==> src/hw/rtl/telnet_rx_option_parser_unit_macros.svh <==
// Assertion macros for the telnet receive parser RTL.
`ifndef TELNET_RX_OPTION_PARSER_UNIT_MACROS_SVH
`define TELNET_RX_OPTION_PARSER_UNIT_MACROS_SVH

`ifndef ASSERT_OFF

// Clocked check, disabled while reset is asserted.
`define TNRX_ASSERT(lbl, clk_s, rst_n_s, prop) \
	lbl: assert property (@(posedge clk_s) disable iff (!rst_n_s) prop) \
		else $error("tnrx assertion failed");

// Clocked check that also holds during reset.
`define TNRX_ASSERT_ALWAYS(lbl, clk_s, prop) \
	lbl: assert property (@(posedge clk_s) prop) \
		else $error("tnrx assertion failed");

`else

`define TNRX_ASSERT(lbl, clk_s, rst_n_s, prop)
`define TNRX_ASSERT_ALWAYS(lbl, clk_s, prop)

`endif

`endif

==> src/hw/rtl/tnrx_pkg.sv <==
package tnrx_pkg;

	localparam logic [7:0] B_IAC  = 8'd255;
	localparam logic [7:0] B_DONT = 8'd254;
	localparam logic [7:0] B_DO   = 8'd253;
	localparam logic [7:0] B_WONT = 8'd252;
	localparam logic [7:0] B_WILL = 8'd251;
	localparam logic [7:0] B_SB   = 8'd250;
	localparam logic [7:0] B_SE   = 8'd240;
	localparam logic [7:0] B_ESC  = 8'h1B;

	localparam logic [7:0] OPT_ECHO = 8'd1;
	localparam logic [7:0] OPT_SGA  = 8'd3;
	localparam logic [7:0] OPT_NAWS = 8'd31;

	localparam logic [7:0] CH_LBRACK = 8'h5B;
	localparam logic [7:0] CH_SS3    = 8'h4F;
	localparam logic [7:0] CH_UP     = 8'h41;
	localparam logic [7:0] CH_DOWN   = 8'h42;
	localparam logic [7:0] CH_RIGHT  = 8'h43;
	localparam logic [7:0] CH_LEFT   = 8'h44;
	localparam logic [7:0] CH_END    = 8'h46;
	localparam logic [7:0] CH_HOME   = 8'h48;
	localparam logic [7:0] CH_1      = 8'h31;
	localparam logic [7:0] CH_2      = 8'h32;
	localparam logic [7:0] CH_3      = 8'h33;
	localparam logic [7:0] CH_4      = 8'h34;
	localparam logic [7:0] CH_5      = 8'h35;
	localparam logic [7:0] CH_6      = 8'h36;

	localparam logic [7:0] KEY_HOME = 8'h01;
	localparam logic [7:0] KEY_END  = 8'h05;

	localparam logic [2:0] SUB_FULL = 3'd5;

	localparam logic [15:0] DEFAULT_COLS = 16'd80;
	localparam logic [15:0] DEFAULT_ROWS = 16'd24;

	typedef enum logic [0:0] {
		REG_DEFAULT_COLS = 1'b0,
		REG_DEFAULT_ROWS = 1'b1
	} reg_idx_t;

	typedef enum logic [2:0] {
		M_NORMAL  = 3'd0,
		M_CMD     = 3'd1,
		M_VERB    = 3'd2,
		M_SUB     = 3'd3,
		M_SUB_IAC = 3'd4,
		M_ESC     = 3'd5,
		M_SEQ     = 3'd6,
		M_SKIP    = 3'd7
	} mode_t;

	typedef enum logic [3:0] {
		KIND_KEY     = 4'd0,
		KIND_UP      = 4'd1,
		KIND_DOWN    = 4'd2,
		KIND_RIGHT   = 4'd3,
		KIND_LEFT    = 4'd4,
		KIND_REFUSE  = 4'd5,
		KIND_WINSIZE = 4'd6,
		KIND_REQ_OFF = 4'd7,
		KIND_DELETE  = 4'd8
	} kind_t;

	typedef struct packed {
		kind_t       kind;
		logic [7:0]  key;
		logic [7:0]  verb;
		logic [7:0]  opt;
		logic [15:0] cols;
		logic [15:0] rows;
	} evt_t;

endpackage

==> src/hw/rtl/tnrx_in_reg.sv <==
module tnrx_in_reg
	import tnrx_pkg::*;
(
	input  logic       clk,
	input  logic       arst_n,
	input  logic       in_valid,
	output logic       in_ready,
	input  logic [7:0] in_byte,
	output logic       valid_s1,
	output logic [7:0] byte_s1,
	input  logic       take
);

	logic valid_q;
	logic [7:0] byte_q;

	assign in_ready = !valid_q || take;
	assign valid_s1 = valid_q;
	assign byte_s1  = byte_q;

	always_ff @(posedge clk or negedge arst_n) begin
		if (!arst_n) begin
			valid_q <= 1'b0;
		end else if (in_ready) begin
			valid_q <= in_valid;
		end
	end

	always_ff @(posedge clk) begin
		if (in_valid && in_ready) begin
			byte_q <= in_byte;
		end
	end

endmodule

==> src/hw/rtl/tnrx_parser.sv <==
`include "telnet_rx_option_parser_unit_macros.svh"

module tnrx_parser
	import tnrx_pkg::*;
(
	input  logic        clk,
	input  logic        arst_n,
	input  logic        cfg_we,
	input  reg_idx_t    cfg_idx,
	input  logic [15:0] cfg_wdata,
	input  logic        valid_s1,
	input  logic [7:0]  byte_s1,
	input  logic        advance,
	output logic        emit,
	output evt_t        evt
);

	logic [15:0] def_cols_q;
	logic [15:0] def_rows_q;

	mode_t       mode_q, mode_d;
	logic [7:0]  verb_q, verb_d;
	logic [7:0]  sub_opt_q, sub_opt_d;
	logic [2:0]  sub_cnt_q, sub_cnt_d;
	logic [7:0]  sub_bytes_q [4];
	logic [7:0]  sub_bytes_d [4];

	logic        emit_raw;
	logic        refused;
	logic [2:0]  cnt_m1;

	always_ff @(posedge clk or negedge arst_n) begin
		if (!arst_n) begin
			def_cols_q <= DEFAULT_COLS;
			def_rows_q <= DEFAULT_ROWS;
		end else if (cfg_we) begin
			unique case (cfg_idx)
				REG_DEFAULT_COLS: def_cols_q <= cfg_wdata;
				REG_DEFAULT_ROWS: def_rows_q <= cfg_wdata;
				default: ;
			endcase
		end
	end

	assign refused = (verb_q == B_WONT) || (verb_q == B_DONT);
	assign cnt_m1  = sub_cnt_q - 3'd1;

	always_comb begin
		mode_d      = mode_q;
		verb_d      = verb_q;
		sub_opt_d   = sub_opt_q;
		sub_cnt_d   = sub_cnt_q;
		sub_bytes_d = sub_bytes_q;
		emit_raw    = 1'b0;
		evt         = '0;
		evt.kind    = KIND_KEY;
		unique case (mode_q)
			M_CMD: begin
				priority if (byte_s1 == B_DO || byte_s1 == B_DONT ||
						byte_s1 == B_WILL || byte_s1 == B_WONT) begin
					verb_d = byte_s1;
					mode_d = M_VERB;
				end else if (byte_s1 == B_SB) begin
					sub_cnt_d = 3'd0;
					mode_d    = M_SUB;
				end else begin
					mode_d = M_NORMAL;
					if (byte_s1 == B_IAC) begin
						emit_raw = 1'b1;
						evt.key  = B_IAC;
					end
				end
			end
			M_VERB: begin
				mode_d = M_NORMAL;
				priority if (byte_s1 == OPT_ECHO || byte_s1 == OPT_SGA) begin
					if (refused) begin
						emit_raw = 1'b1;
						evt.kind = KIND_REQ_OFF;
						evt.opt  = byte_s1;
					end
				end else if (byte_s1 == OPT_NAWS) begin
					if (refused) begin
						emit_raw = 1'b1;
						evt.kind = KIND_WINSIZE;
						evt.cols = def_cols_q;
						evt.rows = def_rows_q;
					end
				end else if (verb_q == B_DO) begin
					emit_raw = 1'b1;
					evt.kind = KIND_REFUSE;
					evt.verb = B_WONT;
					evt.opt  = byte_s1;
				end else if (verb_q == B_WILL) begin
					emit_raw = 1'b1;
					evt.kind = KIND_REFUSE;
					evt.verb = B_DONT;
					evt.opt  = byte_s1;
				end else begin
				end
			end
			M_SUB, M_SUB_IAC: begin
				if (mode_q == M_SUB && byte_s1 == B_IAC) begin
					mode_d = M_SUB_IAC;
				end else if (mode_q == M_SUB_IAC && byte_s1 == B_SE) begin
					mode_d = M_NORMAL;
					if (sub_cnt_q == SUB_FULL && sub_opt_q == OPT_NAWS) begin
						emit_raw = 1'b1;
						evt.kind = KIND_WINSIZE;
						evt.cols = {sub_bytes_q[0], sub_bytes_q[1]};
						evt.rows = {sub_bytes_q[2], sub_bytes_q[3]};
					end
				end else begin
					mode_d = M_SUB;
					if (sub_cnt_q == 3'd0) begin
						sub_opt_d = byte_s1;
						sub_cnt_d = 3'd1;
					end else if (sub_cnt_q < SUB_FULL) begin
						sub_bytes_d[cnt_m1[1:0]] = byte_s1;
						sub_cnt_d = sub_cnt_q + 3'd1;
					end
				end
			end
			M_ESC: begin
				mode_d = (byte_s1 == CH_LBRACK || byte_s1 == CH_SS3) ? M_SEQ : M_NORMAL;
			end
			M_SEQ: begin
				mode_d = M_NORMAL;
				unique case (byte_s1)
					CH_UP: begin
						emit_raw = 1'b1;
						evt.kind = KIND_UP;
					end
					CH_DOWN: begin
						emit_raw = 1'b1;
						evt.kind = KIND_DOWN;
					end
					CH_RIGHT: begin
						emit_raw = 1'b1;
						evt.kind = KIND_RIGHT;
					end
					CH_LEFT: begin
						emit_raw = 1'b1;
						evt.kind = KIND_LEFT;
					end
					CH_END: begin
						emit_raw = 1'b1;
						evt.key  = KEY_END;
					end
					CH_HOME: begin
						emit_raw = 1'b1;
						evt.key  = KEY_HOME;
					end
					CH_1: begin
						mode_d   = M_SKIP;
						emit_raw = 1'b1;
						evt.key  = KEY_HOME;
					end
					CH_3: begin
						mode_d   = M_SKIP;
						emit_raw = 1'b1;
						evt.kind = KIND_DELETE;
					end
					CH_4: begin
						mode_d   = M_SKIP;
						emit_raw = 1'b1;
						evt.key  = KEY_END;
					end
					CH_2, CH_5, CH_6: begin
						mode_d = M_SKIP;
					end
					default: ;
				endcase
			end
			M_SKIP: begin
				mode_d = M_NORMAL;
			end
			M_NORMAL: begin
				priority if (byte_s1 == B_IAC) begin
					mode_d = M_CMD;
				end else if (byte_s1 == B_ESC) begin
					mode_d = M_ESC;
				end else begin
					emit_raw = 1'b1;
					evt.key  = byte_s1;
				end
			end
			default: ;
		endcase
	end

	assign emit = valid_s1 && emit_raw;

	always_ff @(posedge clk or negedge arst_n) begin
		if (!arst_n) begin
			mode_q      <= M_NORMAL;
			verb_q      <= 8'd0;
			sub_opt_q   <= 8'd0;
			sub_cnt_q   <= 3'd0;
			sub_bytes_q <= '{default: 8'd0};
		end else if (advance) begin
			mode_q      <= mode_d;
			verb_q      <= verb_d;
			sub_opt_q   <= sub_opt_d;
			sub_cnt_q   <= sub_cnt_d;
			sub_bytes_q <= sub_bytes_d;
		end
	end

	`TNRX_ASSERT_ALWAYS(a_sub_cnt_bound, clk, sub_cnt_q <= SUB_FULL)
	`TNRX_ASSERT(a_skip_returns, clk, arst_n, (advance && mode_q == M_SKIP) |=> mode_q == M_NORMAL)
	`TNRX_ASSERT(a_advance_valid, clk, arst_n, advance |-> valid_s1)
	`TNRX_ASSERT(a_silent_modes, clk, arst_n, (mode_q == M_ESC || mode_q == M_SKIP || mode_q == M_SUB) |-> !emit)
	`TNRX_ASSERT(a_state_holds, clk, arst_n, !$past(advance) |-> $stable(mode_q))

endmodule

==> src/hw/rtl/tnrx_out_reg.sv <==
module tnrx_out_reg
	import tnrx_pkg::*;
(
	input  logic clk,
	input  logic arst_n,
	input  logic load,
	input  evt_t evt,
	output logic free,
	output logic out_valid,
	input  logic out_ready,
	output evt_t out_evt
);

	logic valid_q;
	evt_t evt_q;

	assign free      = !valid_q || out_ready;
	assign out_valid = valid_q;
	assign out_evt   = evt_q;

	always_ff @(posedge clk or negedge arst_n) begin
		if (!arst_n) begin
			valid_q <= 1'b0;
		end else if (free) begin
			valid_q <= load;
		end
	end

	always_ff @(posedge clk) begin
		if (load && free) begin
			evt_q <= evt;
		end
	end

endmodule

==> src/hw/rtl/telnet_rx_option_parser_unit.sv <==
// Telnet receive parser: one received byte in, at most one event out.
// Input channel: rx_valid / rx_ready with rx_byte. Output channel:
// event_valid / event_ready with event_kind, key_code, reply_verb,
// option_code, win_cols and win_rows; fields unused by a kind read zero.
// Config: write cfg_wdata to default_cols (cfg_addr 0) or default_rows
// (cfg_addr 1) with cfg_we, only while no byte is in flight.
// A byte accepted into the input register is parsed and its event is
// loaded into the output register (one input register, one parse stage).
// Throughput: one byte per cycle while the output register is free; the
// parse state update is a single short step, so bytes follow back to back.
// Bytes that produce no event (IAC, ESC, option verbs, subnegotiation
// data) still pass the parse stage and leave no beat on the output.
// Reset clears the parse state to normal data mode, sets the default
// window size to 80 x 24 and empties both registers.
// When event_ready is low, the finished event holds; the input register
// takes at most one more byte, after which rx_ready drops until it drains.
module telnet_rx_option_parser_unit
	import tnrx_pkg::*;
(
	input  logic        clk,
	input  logic        arst_n,
	input  logic        rx_valid,
	output logic        rx_ready,
	input  logic [7:0]  rx_byte,
	input  logic        cfg_we,
	input  logic        cfg_addr,
	input  logic [15:0] cfg_wdata,
	output logic        event_valid,
	input  logic        event_ready,
	output logic [3:0]  event_kind,
	output logic [7:0]  key_code,
	output logic [7:0]  reply_verb,
	output logic [7:0]  option_code,
	output logic [15:0] win_cols,
	output logic [15:0] win_rows
);

	logic       valid_s1;
	logic [7:0] byte_s1;
	logic       advance;
	logic       out_free;
	logic       emit;
	evt_t       evt;
	evt_t       out_evt;

	assign advance = valid_s1 && out_free;

	tnrx_in_reg u_in_reg (
		.clk      (clk),
		.arst_n   (arst_n),
		.in_valid (rx_valid),
		.in_ready (rx_ready),
		.in_byte  (rx_byte),
		.valid_s1 (valid_s1),
		.byte_s1  (byte_s1),
		.take     (advance)
	);

	tnrx_parser u_parser (
		.clk       (clk),
		.arst_n    (arst_n),
		.cfg_we    (cfg_we),
		.cfg_idx   (reg_idx_t'(cfg_addr)),
		.cfg_wdata (cfg_wdata),
		.valid_s1  (valid_s1),
		.byte_s1   (byte_s1),
		.advance   (advance),
		.emit      (emit),
		.evt       (evt)
	);

	tnrx_out_reg u_out_reg (
		.clk       (clk),
		.arst_n    (arst_n),
		.load      (advance && emit),
		.evt       (evt),
		.free      (out_free),
		.out_valid (event_valid),
		.out_ready (event_ready),
		.out_evt   (out_evt)
	);

	assign event_kind  = 4'(out_evt.kind);
	assign key_code    = out_evt.key;
	assign reply_verb  = out_evt.verb;
	assign option_code = out_evt.opt;
	assign win_cols    = out_evt.cols;
	assign win_rows    = out_evt.rows;

endmodule

==> config.mk <==
export PLATFORM = sky130hd
export DESIGN_NAME = telnet_rx_option_parser_unit
export DESIGN_NICKNAME = d
export VERILOG_FILES = /design/src/hw/rtl/tnrx_pkg.sv /design/src/hw/rtl/tnrx_in_reg.sv /design/src/hw/rtl/tnrx_parser.sv /design/src/hw/rtl/tnrx_out_reg.sv /design/src/hw/rtl/telnet_rx_option_parser_unit.sv
export VERILOG_INCLUDE_DIRS = /design/src /design/src/hw/rtl
export SDC_FILE = /design/constraint.sdc
export NUM_CORES = 1
export LEC_CHECK = 0
export ABC_AREA = 1
export BUFFER_PORTS_ARGS = -buffer_cell sky130_fd_sc_hd__buf_4
export CAP_MARGIN = 25
export CORE_UTILIZATION = 40
export CTS_CLUSTER_SIZE = 14
export DETAILED_ROUTE_END_ITERATION = 7
export MAX_ROUTING_LAYER = met4
export PLACE_DENSITY = 0.6
export SYNTH_ARGS = -nofsm -noshare
export SYNTH_HDL_FRONTEND = slang
export SYNTH_HIERARCHICAL = 1
export SYNTH_SLANG_ARGS = --single-unit
==> constraint.sdc <==
create_clock -name clk -period 7.1 [get_ports clk]
set_clock_uncertainty 0.2 [all_clocks]
set_input_delay 0.355 -clock clk [delete_from_list [all_inputs] [get_ports clk]]
set_output_delay 0.355 -clock clk [all_outputs]
set_load 0.02 [all_outputs]
After elaboration in Yosys (flattened, before gate mapping)
Cells that the tools add are included.

storage, ports and cells
  register bits after elaboration = 156
  output and inout port bits = 62

cells by class
  add/subtract/negate cells = 2
  order comparisons = 3
  equal/unequal tests = 44
  multiplexer cells = 64
  bitwise operators = 6
  reductions and logical operators = 37

operators by type and width
  cell                                                             number
  32-bit 2-to-1 mux                                                6
  8-bit == test, second input constant                             11
  8-bit 2-to-1 mux                                                 9
  8-bit by 7-bit == test with 1-bit output, second input constant  8
  32-bit one-hot mux with 2 select lines                           1
  8-bit by 6-bit == test with 1-bit output, second input constant  6
  3-bit 2-to-1 mux                                                 16
  32-bit bitwise mux                                               1
  16-bit 2-to-1 mux                                                2
  8-bit by 5-bit == test with 1-bit output, second input constant  3
  8-bit one-hot mux with 3 select lines                            1
  4-bit 2-to-1 mux                                                 5
  4-bit one-hot mux with 5 select lines                            1
  3-bit one-hot mux with 6 select lines                            1
  8-bit demux with 2-bit select                                    1
  3-bit == test, second input constant                             5
  1-bit 2-to-1 mux                                                 14
  3-bit one-hot mux with 2 select lines                            2
  4-bit one-hot mux with 3 select lines                            1
  1-bit logical AND                                                9
  9-bit OR reduction                                               1
  8-bit by 1-bit == test with 1-bit output, second input constant  1
  8-bit by 2-bit == test with 1-bit output, second input constant  1
  1-bit logical OR                                                 8
  other kinds (26)                                                 42

Depth between registers and ports, before layout
Gate-level depths: netlist (run 1).

  depth in word-level cells = 9
  mapped depth = 17

Modules after synthesis
The synthesis (run 1) kept the hierarchy.

by module, submodules not included
  module                        times used  cells an instance  area each (µm²)  seq. area each (µm²)
  tnrx_parser                   1           621                4,730.8          2,157.1
  tnrx_out_reg                  1           66                 1,846.8          1,826.8
  tnrx_in_reg                   1           14                 285.3            265.3
  telnet_rx_option_parser_unit  1           4                  17.5             0.0

Worst setup path after synthesis (run 1)
OpenSTA, ideal clock, no wires.

  path type = register to register
  start point = reg u_parser.sub_cnt_q[1]
  end point = reg u_out_reg.evt_q (netlist bit u_out_reg/out_evt[0]) (enable)
  arrival = 4.472 ns
  data required time = 6.402 ns
  setup slack = 1.930 ns
  stages on the path, launching flop included = 15
  buffers on the path = 0
  path through = dfrtp_1 > inv_1 > ha_1 > nand4_1 > nor2_1 > nand2_1 > nand2_1 > nor2_1 > nand3_1 > nand2_1 > inv_1 > inv_1 > nor2_2 > inv_1 > a21oi_1

between the ends
  cells in the longest elaborated chain, start to end = 9

RTL lines
  item                                   RTL line                            source
  from (decl)                            tnrx_parser.sv:24                   logic [2:0] sub_cnt_q, sub_cnt_d;
  from (signal assigned)                 tnrx_parser.sv:205                  sub_cnt_q <= sub_cnt_d;
  3-bit == test                          tnrx_parser.sv:107                  if (sub_cnt_q == SUB_FULL && sub_opt_q == OPT_NAWS) begin
  1-bit logical AND                      tnrx_parser.sv:107
  1-bit 2-to-1 mux                       tnrx_parser.sv:107
  1-bit 2-to-1 mux                       tnrx_parser.sv:105                  end else if (mode_q == M_SUB_IAC && byte_s1 == B_SE) begin
  1-bit 2-to-1 mux                       tnrx_parser.sv:103                  if (mode_q == M_SUB && byte_s1 == B_IAC) begin
  1-bit one-hot mux with 5 select lines  tnrx_parser.sv:57                   unique case (mode_q)
  1-bit logical AND                      tnrx_parser.sv:192                  assign emit = valid_s1 && emit_raw;
  named net emit                         telnet_rx_option_parser_unit.sv:42  logic emit;
  1-bit logical AND                      telnet_rx_option_parser_unit.sv:75  .load (advance && emit),
  1-bit logical AND                      tnrx_out_reg.sv:30                  if (load && free) begin
  to (signal assigned)                   tnrx_out_reg.sv:31                  evt_q <= evt;
  to (decl)                              tnrx_out_reg.sv:15                  evt_t evt_q;

The timed path passes the listed nets, and every way through them passes these cells.
A chain may end at the register's enable or synchronous reset.

Worst setup path in the final report (run 1)
  start point = reg u_in_reg.byte_q[0] (netlist: u_in_reg/byte_s1[0])
  end point = reg u_out_reg.evt_q (netlist bit u_out_reg/out_evt[19]) (enable)

between the ends
  cells in the longest elaborated chain, start to end = 9
  elaborated cells on any way between the ends = 41

RTL lines
  item                                                        RTL line                            source
  from (decl)                                                 tnrx_in_reg.sv:15                   logic [7:0] byte_q;
  from (signal assigned)                                      tnrx_in_reg.sv:31                   byte_q <= in_byte;
  branches (longest 5 deep; another with 9-bit OR reduction)  --
  1-bit one-hot mux with 5 select lines *                     tnrx_parser.sv:57
  1-bit logical AND *                                         tnrx_parser.sv:192
  named net emit                                              telnet_rx_option_parser_unit.sv:42
  1-bit logical AND *                                         telnet_rx_option_parser_unit.sv:75
  1-bit logical AND *                                         tnrx_out_reg.sv:30

Mark *: on every way through the listed nets, which the timed path passes.

==> impl_metrics.toml, run 1 <==
[worst_setup_path]
crit_required_ps = 6950
path_max_fanout = 51
path_cells = "inv_1 -> nand2_1 -> nor2_1 -> nand2_1 -> nor2_2 -> buf_4 -> nand2_1 -> nand2_1 -> nor2_1 -> nand3_1 -> nand2_1 -> inv_1 -> inv_1 -> nor2_2 -> inv_1 -> a21oi_4 -> buf_4"
worst_path_most_repeated_cell = "nand2_1"
endpoint_kind = "flip-flop"
critPathKind = "flip-flop to flip-flop"
worst_setup_path_start_kind = "flip-flop"
slowest_delay_ps = 610
cp_slowest_cell = "buf_4"
arrival_ps = 3710

[placed_design]
place_ws_ps = 3081
hpwl_um = 11030
dpl_cell_area_sq_mm = 0.007691
placed_cells = 988
port_buffers = 91
gp_congestion = 0.8752

[routing]
firstDrtPassIters = 5
wl_um = 16390
antenna_left = 0
num_vias = 5212
drc_errors = 0
vias_per_cell = 5.041
drt_iter0_drc = 383
wl_per_cell_um = 15.85

[global_routing]
antenna_found_initial = 0
grt_max_degree = 58
busiest_layer = "met2"
grt_pass1_wl_um = 26900
grt_pass1_vias = 5195
grt_overflow = 0
met3_usage = 0.04148
grt_usage = 0.2050
grt_use_met2 = 0.3165
met1_usage = 0.2692

[sta]
drv_slew = 0
fmax_mhz = 259.4
rsz0062_at_grt = "no"
hold_viol_final = 0
period_minus_slack_ps = 3855
fin_ws_ps = 3245
tns_ps = 0
worst_slew_pin_slew_ps = 1046
max_slew_margin = 0.3010
fin_crit_sh = 0.5430
setup_violations = 0

[status]
outcome = "finished, final reports clean"

[floorplan]
start_util = 0.4120
core_sq_mm = 0.01670
chipWidth_um = 133.2
die_area_sq_mm = 0.01773
ioPinCount = 92
chipHeight_um = 133.2
rows = 47

[clocking]
insertion_delay_ps = 420
post_cts_buffers = 0
cts.sinks = 156
clk_path_buf_depth = 2
clk_pin_slew_worst_paths_ps = 60
h-tree-depth = 4
clockRootBuffer = "clkbuf_16"
cts_buffers = 17
cts_tree = "yes"

[synth]
synthMuxAreaShare = 0
synth_top_family_by_area = "simple AND/OR/NAND/NOR gates"
avgSynthCellArea_sq_um = 9.759
ys_warn_count = 6
synth_fp_nets = 740
yosys.area_share.adder = 0.009093
synth_compound_area_frac = 0.08220
synth-seq-cells = 156
synth_xor_area_frac = 0
synth-seq-area-share = 0.6176
synth.cell_area_sq_mm = 0.006880
syn_inst = 705
synthSimpleGateAreaFrac = 0.2268
synth_cell_types = 36

[final_layout]
area_growth_pct = 22.62
multi_input_comb_area_sq_mm = 0.002206
stdcell_area_sq_mm = 0.008437
nFillCells = 1550
fin_cells = 1034
regArea_sq_mm = 0.004249
n_antenna_cell = 0
layout_commonest_cell = "nand2_1"
final_cell_mix = "nand2_1 (194), buf_4 (95), dfrtp_1 (84), nand3_1 (84), edfxtp_1 (68)"
num-nets-final = 836
layout-drive-gt1-share = 0.2088

[job]
cap_viol_max_count = 0

[power_and_ir_drop]
comb_power_share = 0.231
vdd_ir_drop_max_mv = 0.1752
p_per_area_mw_per_mm2 = 334.7
p_seq_frac = 0.458
p_sw_frac = 0.3140
p_leak_nw = 3.986
power_frac_clock = 0.311
p_int_mw = 1.937
p_sw_uw = 886.4

[worst_hold_path]
hold_class = "input port to flip-flop"
-- critical path, delay by kind of cell (launching register included) --
family	cells	cell delay, ps
flip-flops	1	490
AND/OR/NAND/NOR	10	910
AO/OA/AOI/OAI	1	290
buffers and inverters	6	1490
-- stage by stage --
stage / utilization / total power [mW] / hold slack [ps]
after floorplan: - / 1.720 / -140.6
after global placement: 0.4605 / 1.936 / 141.0
after detailed placement: 0.4605 / 1.956 / 151.0
after CTS: 0.5019 / 2.846 / 7.884
after global routing: 0.5052 / 2.982 / 31.38
final: 0.5052 / 2.823 / 20.83
-- kinds of logic after synthesis --
family,count (synthesis)
adders and majority gates,5
DFF,156
other,1
buffers and inverters,98
AOI/OAI and AO/OA,97
and+or+nand+nor,348
-- worst paths after layout --
path	depth (start not counted)	to	from	slack [ps]
worst min-delay path	3	u_parser/def_cols_q[8]	cfg_wdata[8]	20
max in group asynchronous	3	u_parser/def_cols_q[15]	arst_n	5340
worst min register to register	2	u_parser/verb_q[6]	u_parser/verb_q[6]	260
worst max-delay path	17	u_out_reg/out_evt[19]	u_in_reg/byte_s1[0]	3250
worst max register to register	17	u_out_reg/out_evt[19]	u_in_reg/byte_s1[0]	3250
min in group asynchronous	2	u_in_reg/valid_s1	arst_n	230
-- state kept, by name, indices dropped and copies added, names as in the netlist --
register              flops
u_in_reg/byte_s1          8
u_out_reg/out_valid       1
u_parser/def_rows_q      16
u_out_reg/out_evt        60
u_parser/def_cols_q      16
u_parser/mode_q           3
u_in_reg/valid_s1         1
u_parser/sub_opt_q        8
u_parser/verb_q           8
u_parser/sub_cnt_q        3
u_parser/sub_bytes_q     32
-- layout make-up --
type / instances / area share
Multi-Input combinational cell: 451 / 0.2615
Sequential cell: 156 / 0.5036
Clock buffer: 23 / 0.05428
Tap cell: 220 / 0.03263
Clock inverter: 9 / 0.01335
Timing Repair Buffer: 109 / 0.1053
Inverter: 66 / 0.02936
-- synth_stat cells --
cell type  count  share of area
nand2_1      194           0.11
dfrtp_1       84           0.31
nand3_1       84          0.061
edfxtp_1      68           0.30
inv_1         63          0.034
o21ai_0       54          0.039
nor2_1        42          0.023
o21ai_2       17          0.022
o21ai_1       16          0.012
clkbuf_1      12         0.0065
buf_4          8         0.0087
buf_6          5         0.0082
ha_1           5         0.0091
a21oi_1        4         0.0029
buf_1          4         0.0022
dfstp_2        4          0.015
nand2_4        4         0.0065
nand3_2        4         0.0058
buf_2          3         0.0022
inv_2          3         0.0016
nand2_2        3         0.0027
nand3b_1       3         0.0033
nor2_2         3         0.0027
nor2_4         3         0.0049
nor3_1         3         0.0022
nand4_1        2         0.0018
a21oi_2        1         0.0013
a22oi_1        1         0.0011
conb_1         1        0.00055
nand3b_4       1         0.0029
nor2_8         1         0.0029
nor3b_1        1         0.0011
o211ai_1       1         0.0011
o221ai_1       1         0.0013
o22ai_1        1        0.00091
o31ai_1        1         0.0011
-- what timing repair did --
item                                    in CTS  in global routing
gates resized for setup                      0                  0
hold buffers                                12                  0
endpoints found under the setup margin       0                  0
hold endpoints to repair                    42                  0
-- power by group through the flow --
stage	clock network (mW)	registers, mW	logic, mW
after floorplan	0	1.37	0.349
after global placement	0	1.30	0.637
after detailed placement	0	1.31	0.649
after CTS	0.895	1.29	0.657
after global routing	0.933	1.32	0.730
final	0.877	1.29	0.653
-- metal layers --
| layer | wire length [um] | vias up |
|---|---|---|
| met5 | 0 | - |
| met3 | 923 | 27 |
| met1 | 7448 | 2503 |
| met4 | 374 | 0 |
| met2 | 7641 | 171 |
| li1 | - | 2511 |
No activity file was read; power rests on OpenSTA's default activity.
==> run 2, diff against run 1 <==
==> constraint.sdc (replaced) <==
create_clock -name clk -period 3.83 [get_ports clk]
set_clock_uncertainty 0.2 [all_clocks]
set_input_delay 0.1915 -clock clk [delete_from_list [all_inputs] [get_ports clk]]
set_output_delay 0.1915 -clock clk [all_outputs]
set_load 0.02 [all_outputs]
==> impl_metrics.toml, run 2 (synthesized netlist as in run 1, its figures left out) <==
[status]
outcome = "finished, final reports clean"

[floorplan]
chipWidth_um = 133.2
core_sq_mm = 0.01670
rows = 47
ioPinCount = 92
chipHeight_um = 133.2
die_area_sq_mm = 0.01773
start_util = 0.4120

[final_layout]
fin_cells = 1054
layout_commonest_cell = "nand2_1"
layout-drive-gt1-share = 0.2110
multi_input_comb_area_sq_mm = 0.002206
nFillCells = 1572
num-nets-final = 856
final_cell_mix = "nand2_1 (194), buf_4 (98), dfrtp_1 (84), nand3_1 (84), edfxtp_1 (68)"
stdcell_area_sq_mm = 0.008636
n_antenna_cell = 0
largest_reg_flops = 60
area_growth_pct = 25.51
regArea_sq_mm = 0.004249

[sta]
period_minus_slack_ps = 3128
fin_crit_sh = 0.8167
setup_violations = 0
fmax_mhz = 319.7
fin_hold_ws_ps = 8.764
rsz0062_at_grt = "no"
drv_slew = 0
worst_slew_pin_slew_ps = 813.9
tns_ps = 0
hold_viol_final = 0
max_slew_margin = 0.4574

[clocking]
clk_path_buf_depth = 2
cts_tree = "yes"
cts.repair.resized = 0
cts_buffers = 17
post_cts_buffers = 0
clockRootBuffer = "clkbuf_16"
insertion_delay_ps = 410
cts.sinks = 156
ctsHoldBuffers = 27
clk_pin_slew_worst_paths_ps = 60
h-tree-depth = 4

[power_and_ir_drop]
power_frac_clock = 0.310
p_seq_frac = 0.455
p_int_mw = 3.591
vdd_ir_drop_max_mv = 0.3597
p_sw_frac = 0.3189
p_leak_nw = 4.094
p_sw_mw = 1.682
comb_power_share = 0.234
p_per_area_mw_per_mm2 = 610.6
total_power_mw = 5.273

[routing]
vias_per_cell = 4.998
drt_iter0_drc = 381
wl_um = 17140
num_vias = 5268
firstDrtPassIters = 5
drc_errors = 0
antenna_left = 0
wl_per_cell_um = 16.26

[worst_setup_path]
critPathKind = "flip-flop to flip-flop"
crit_required_ps = 3670
arrival_ps = 2970
worst_setup_path_start_kind = "flip-flop"
endpoint_kind = "flip-flop"
path_max_fanout = 45

[placed_design]
dpl_cell_area_sq_mm = 0.007714
gp_congestion = 0.8863
port_buffers = 91
placed_cells = 991
hpwl_um = 11600

[global_routing]
grt_usage = 0.2091
grt_pass1_vias = 5155
grt_overflow = 0
antenna_found_initial = 0
grt_pass1_wl_um = 27540
grt_max_degree = 73

[worst_hold_path]
hold_class = "input port to flip-flop"

[job]
cap_viol_max_count = 0
## run 2: changes by cell type in the layout (fill, tap and decap cells not counted), moves of 2 or more
cell / delta
dlygate4sd3_1: +16
clkbuf_1: -4
buf_4: +3
clkinvlp_4: -3
inv_6: +3
clkinv_1: +2
clkinv_2: +2
## run 2: final cells by class
type,count,area share
timing repair buffer,129,0.1258
inverter,66,0.02869
clock inverter,14,0.01652
sequential,156,0.4920
tap,220,0.03187
clock buffer,18,0.04970
multi-input combinational,451,0.2554
## run 2: metal layers
| layer | part of all wire | vias to the layer above | global-route usage |
|---|---|---|---|
| met4 | 0.012 | 0 | 0.05997 |
| li1 | - | 2560 | - |
| met2 | 0.49 | 142 | 0.3362 |
| met3 | 0.038 | 9 | 0.04072 |
| met1 | 0.46 | 2557 | 0.2698 |
| met5 | 0 | - | - |
## run 2: worst paths after layout
| kind | startpoint | to | slack [ps] | cells past startpoint |
|---|---|---|---|---|
| min | cfg_we | u_parser/def_rows_q[12] | 9 | 4 |
| min reg2reg | u_parser/verb_q[6] | u_parser/verb_q[6] | 260 | 2 |
| max in group asynchronous | arst_n | u_parser/def_cols_q[6] | 2080 | 5 |
| max | u_in_reg/byte_s1[2] | u_out_reg/out_evt[28] | 700 | 16 |
| max reg2reg | u_in_reg/byte_s1[2] | u_out_reg/out_evt[28] | 700 | 16 |
| min in group asynchronous | arst_n | u_out_reg/out_valid | 450 | 3 |
## run 2: stage by stage
stage	worst slack, ps	util
floorplan	13.75	-
global placement	798.1	0.4619
global route	398.9	0.5171
finish	701.9	0.5171
detailed placement	702.0	0.4619
CTS	690.4	0.5123
## run 2: power groups by stage
| stage | Combinational (mW) | Clock [mW] | Sequential, mW |
|---|---|---|---|
| floorplan | 0.648 | 0 | 2.53 |
| global placement | 1.20 | 0 | 2.41 |
| detailed placement | 1.21 | 0 | 2.43 |
| CTS | 1.24 | 1.68 | 2.40 |
| global route | 1.38 | 1.75 | 2.44 |
| finish | 1.24 | 1.64 | 2.40 |
## run 2: worst max-delay path, stage by stage, from the launching register on
cell,delay [ps]
edfxtp_1,460
inv_1,360
nand2_1,120
nor2_1,180
nand2_1,80
nor2_2,120
nand2_1,100
nand2_1,80
nor2_1,50
nand3_1,70
nand2_1,50
inv_1,50
inv_1,40
nor2_2,90
inv_1,70
a21oi_4,120
buf_4,490
==> run 3, diff against run 2 <==
==> constraint.sdc (replaced) <==
create_clock -name clk -period 3.3 [get_ports clk]
set_clock_uncertainty 0.2 [all_clocks]
set_input_delay 0.165 -clock clk [delete_from_list [all_inputs] [get_ports clk]]
set_output_delay 0.165 -clock clk [all_outputs]
set_load 0.02 [all_outputs]
==> impl_metrics.toml, run 3 (synthesized netlist as in run 1, its figures left out) <==
[placed_design]
gp_congestion = 0.9534
port_buffers = 91
placed_cells = 996
hpwl_um = 11640

[sta]
fmax_mhz = 355.1
period_minus_slack_ps = 2816
fin_hold_ws_ps = 42.51
hold_viol_final = 0
fin_crit_sh = 0.8533
setup_violations = 0
max_slew_margin = 0.3095
tns_ps = 0
drv_slew = 0
rsz0062_at_grt = "no"
worst_slew_pin_slew_ps = 1033

[routing]
wl_per_cell_um = 16.14
drt_iter0_drc = 337
wl_um = 17040
vias_per_cell = 4.993
antenna_left = 0
firstDrtPassIters = 5
drc_errors = 0
num_vias = 5273

[final_layout]
num-nets-final = 858
nFillCells = 1545
area_growth_pct = 25.60
final_cell_mix = "nand2_1 (194), buf_4 (102), dfrtp_1 (84), nand3_1 (84), edfxtp_1 (68)"
n_antenna_cell = 0
layout_commonest_cell = "nand2_1"
multi_input_comb_area_sq_mm = 0.002206
layout-drive-gt1-share = 0.2141
largest_reg_flops = 60
fin_cells = 1056
final_core_util = 0.5175
regArea_sq_mm = 0.004249

[worst_hold_path]
hold_class = "input port to asynchronous set/reset pin"

[power_and_ir_drop]
p_per_area_mw_per_mm2 = 713.8
total_power_mw = 6.169
vdd_ir_drop_max_mv = 0.3934
p_leak_nw = 4.091

[floorplan]
chipHeight_um = 133.2
chipWidth_um = 133.2
die_area_sq_mm = 0.01773
ioPinCount = 92
rows = 47
core_sq_mm = 0.01670
start_util = 0.4120

[job]
cap_viol_max_count = 0

[worst_setup_path]
arrival_ps = 2720
crit_required_ps = 3200
worst_setup_path_start_kind = "flip-flop"
path_max_fanout = 50
endpoint_kind = "flip-flop"
critPathKind = "flip-flop to flip-flop"

[clocking]
cts_tree = "yes"
cts_buffers = 17
cts.repair.resized = 0
h-tree-depth = 4
clk_path_buf_depth = 2
clk_pin_slew_worst_paths_ps = 60
cts.sinks = 156
insertion_delay_ps = 420
clockRootBuffer = "clkbuf_16"

[global_routing]
grt_overflow = 0
antenna_found_initial = 0
grt_pass1_vias = 5293
grt_usage = 0.2103
grt_pass1_wl_um = 27420
grt_max_degree = 51

[status]
outcome = "finished, final reports clean"
==> run 3: cell count changes in the layout (fill, tap and decap cells not counted), sizes merged <==
| cell | change |
|---|---|
| buf | +3 |
| clkbuf | +3 |
| clkinv | -4 |
| clkinvlp | +2 |
| dlygate4sd3 | -1 |
| inv | -1 |
==> run 3: final timing paths <==
kind,slack [ps],depth (start not counted),from,to
setup / recovery,480,16,u_in_reg/byte_s1[3],u_out_reg/out_evt[4]
hold / removal,40,2,arst_n,u_out_reg/out_valid
setup reg to reg,480,16,u_in_reg/byte_s1[3],u_out_reg/out_evt[4]
hold reg to reg,250,2,u_parser/verb_q[7],u_parser/verb_q[7]
max in group asynchronous,2020,3,arst_n,u_parser/def_rows_q[4]
min in group clk,80,4,cfg_addr,u_parser/def_rows_q[3]
==> run 3: through the flow <==
step	setup slack [ps]	area [sq um]
6_report	484.0	8642
5_1_grt	279.8	8642
4_1_cts	499.4	8627
3_5_place_dp	512.0	7764
3_3_place_gp	515.6	7764
2_1_floorplan	117.4	6892
==> run 3: final cells by class <==
type                       instances  area share
timing repair buffer             131      0.1239
multi-input combinational        451      0.2552
clock inverter                    11     0.01520
sequential                       156      0.4917
tap                              220     0.03185
clock buffer                      21     0.05342
inverter                          66     0.02867
==> run 3: worst max-delay path: stages (launching register included) <==
cell	delay (ps)
edfxtp_1	490
inv_2	240
nor2_1	120
nand2_1	160
nand2_1	70
nand2_1	90
nand3_1	160
nand2_1	100
inv_1	50
nand3_1	70
nand2_1	50
inv_1	50
inv_1	40
nor2_2	80
inv_1	70
a21oi_4	150
buf_12	270
==> run 3: metal layers <==
metal	wire length, um	global-route usage
met1	7757	0.2635
met2	8165	0.3360
met3	833	0.05403
met4	286	0.06313
met5	0	-
==> run 3: report_power, final <==
group / internal [mW] / total (mW) / switching [mW]
combinational: 0.531 / 1.44 / 0.911
sequential: 2.53 / 2.78 / 0.252
clock: 1.17 / 1.95 / 0.779
total: 4.23 / 6.17 / 1.94
==> run 3: what timing repair did <==
action	in CTS	in global routing
setup endpoints to repair	0	0
setup buffers	0	0
hold buffers	27	0
hold endpoints to repair	77	0
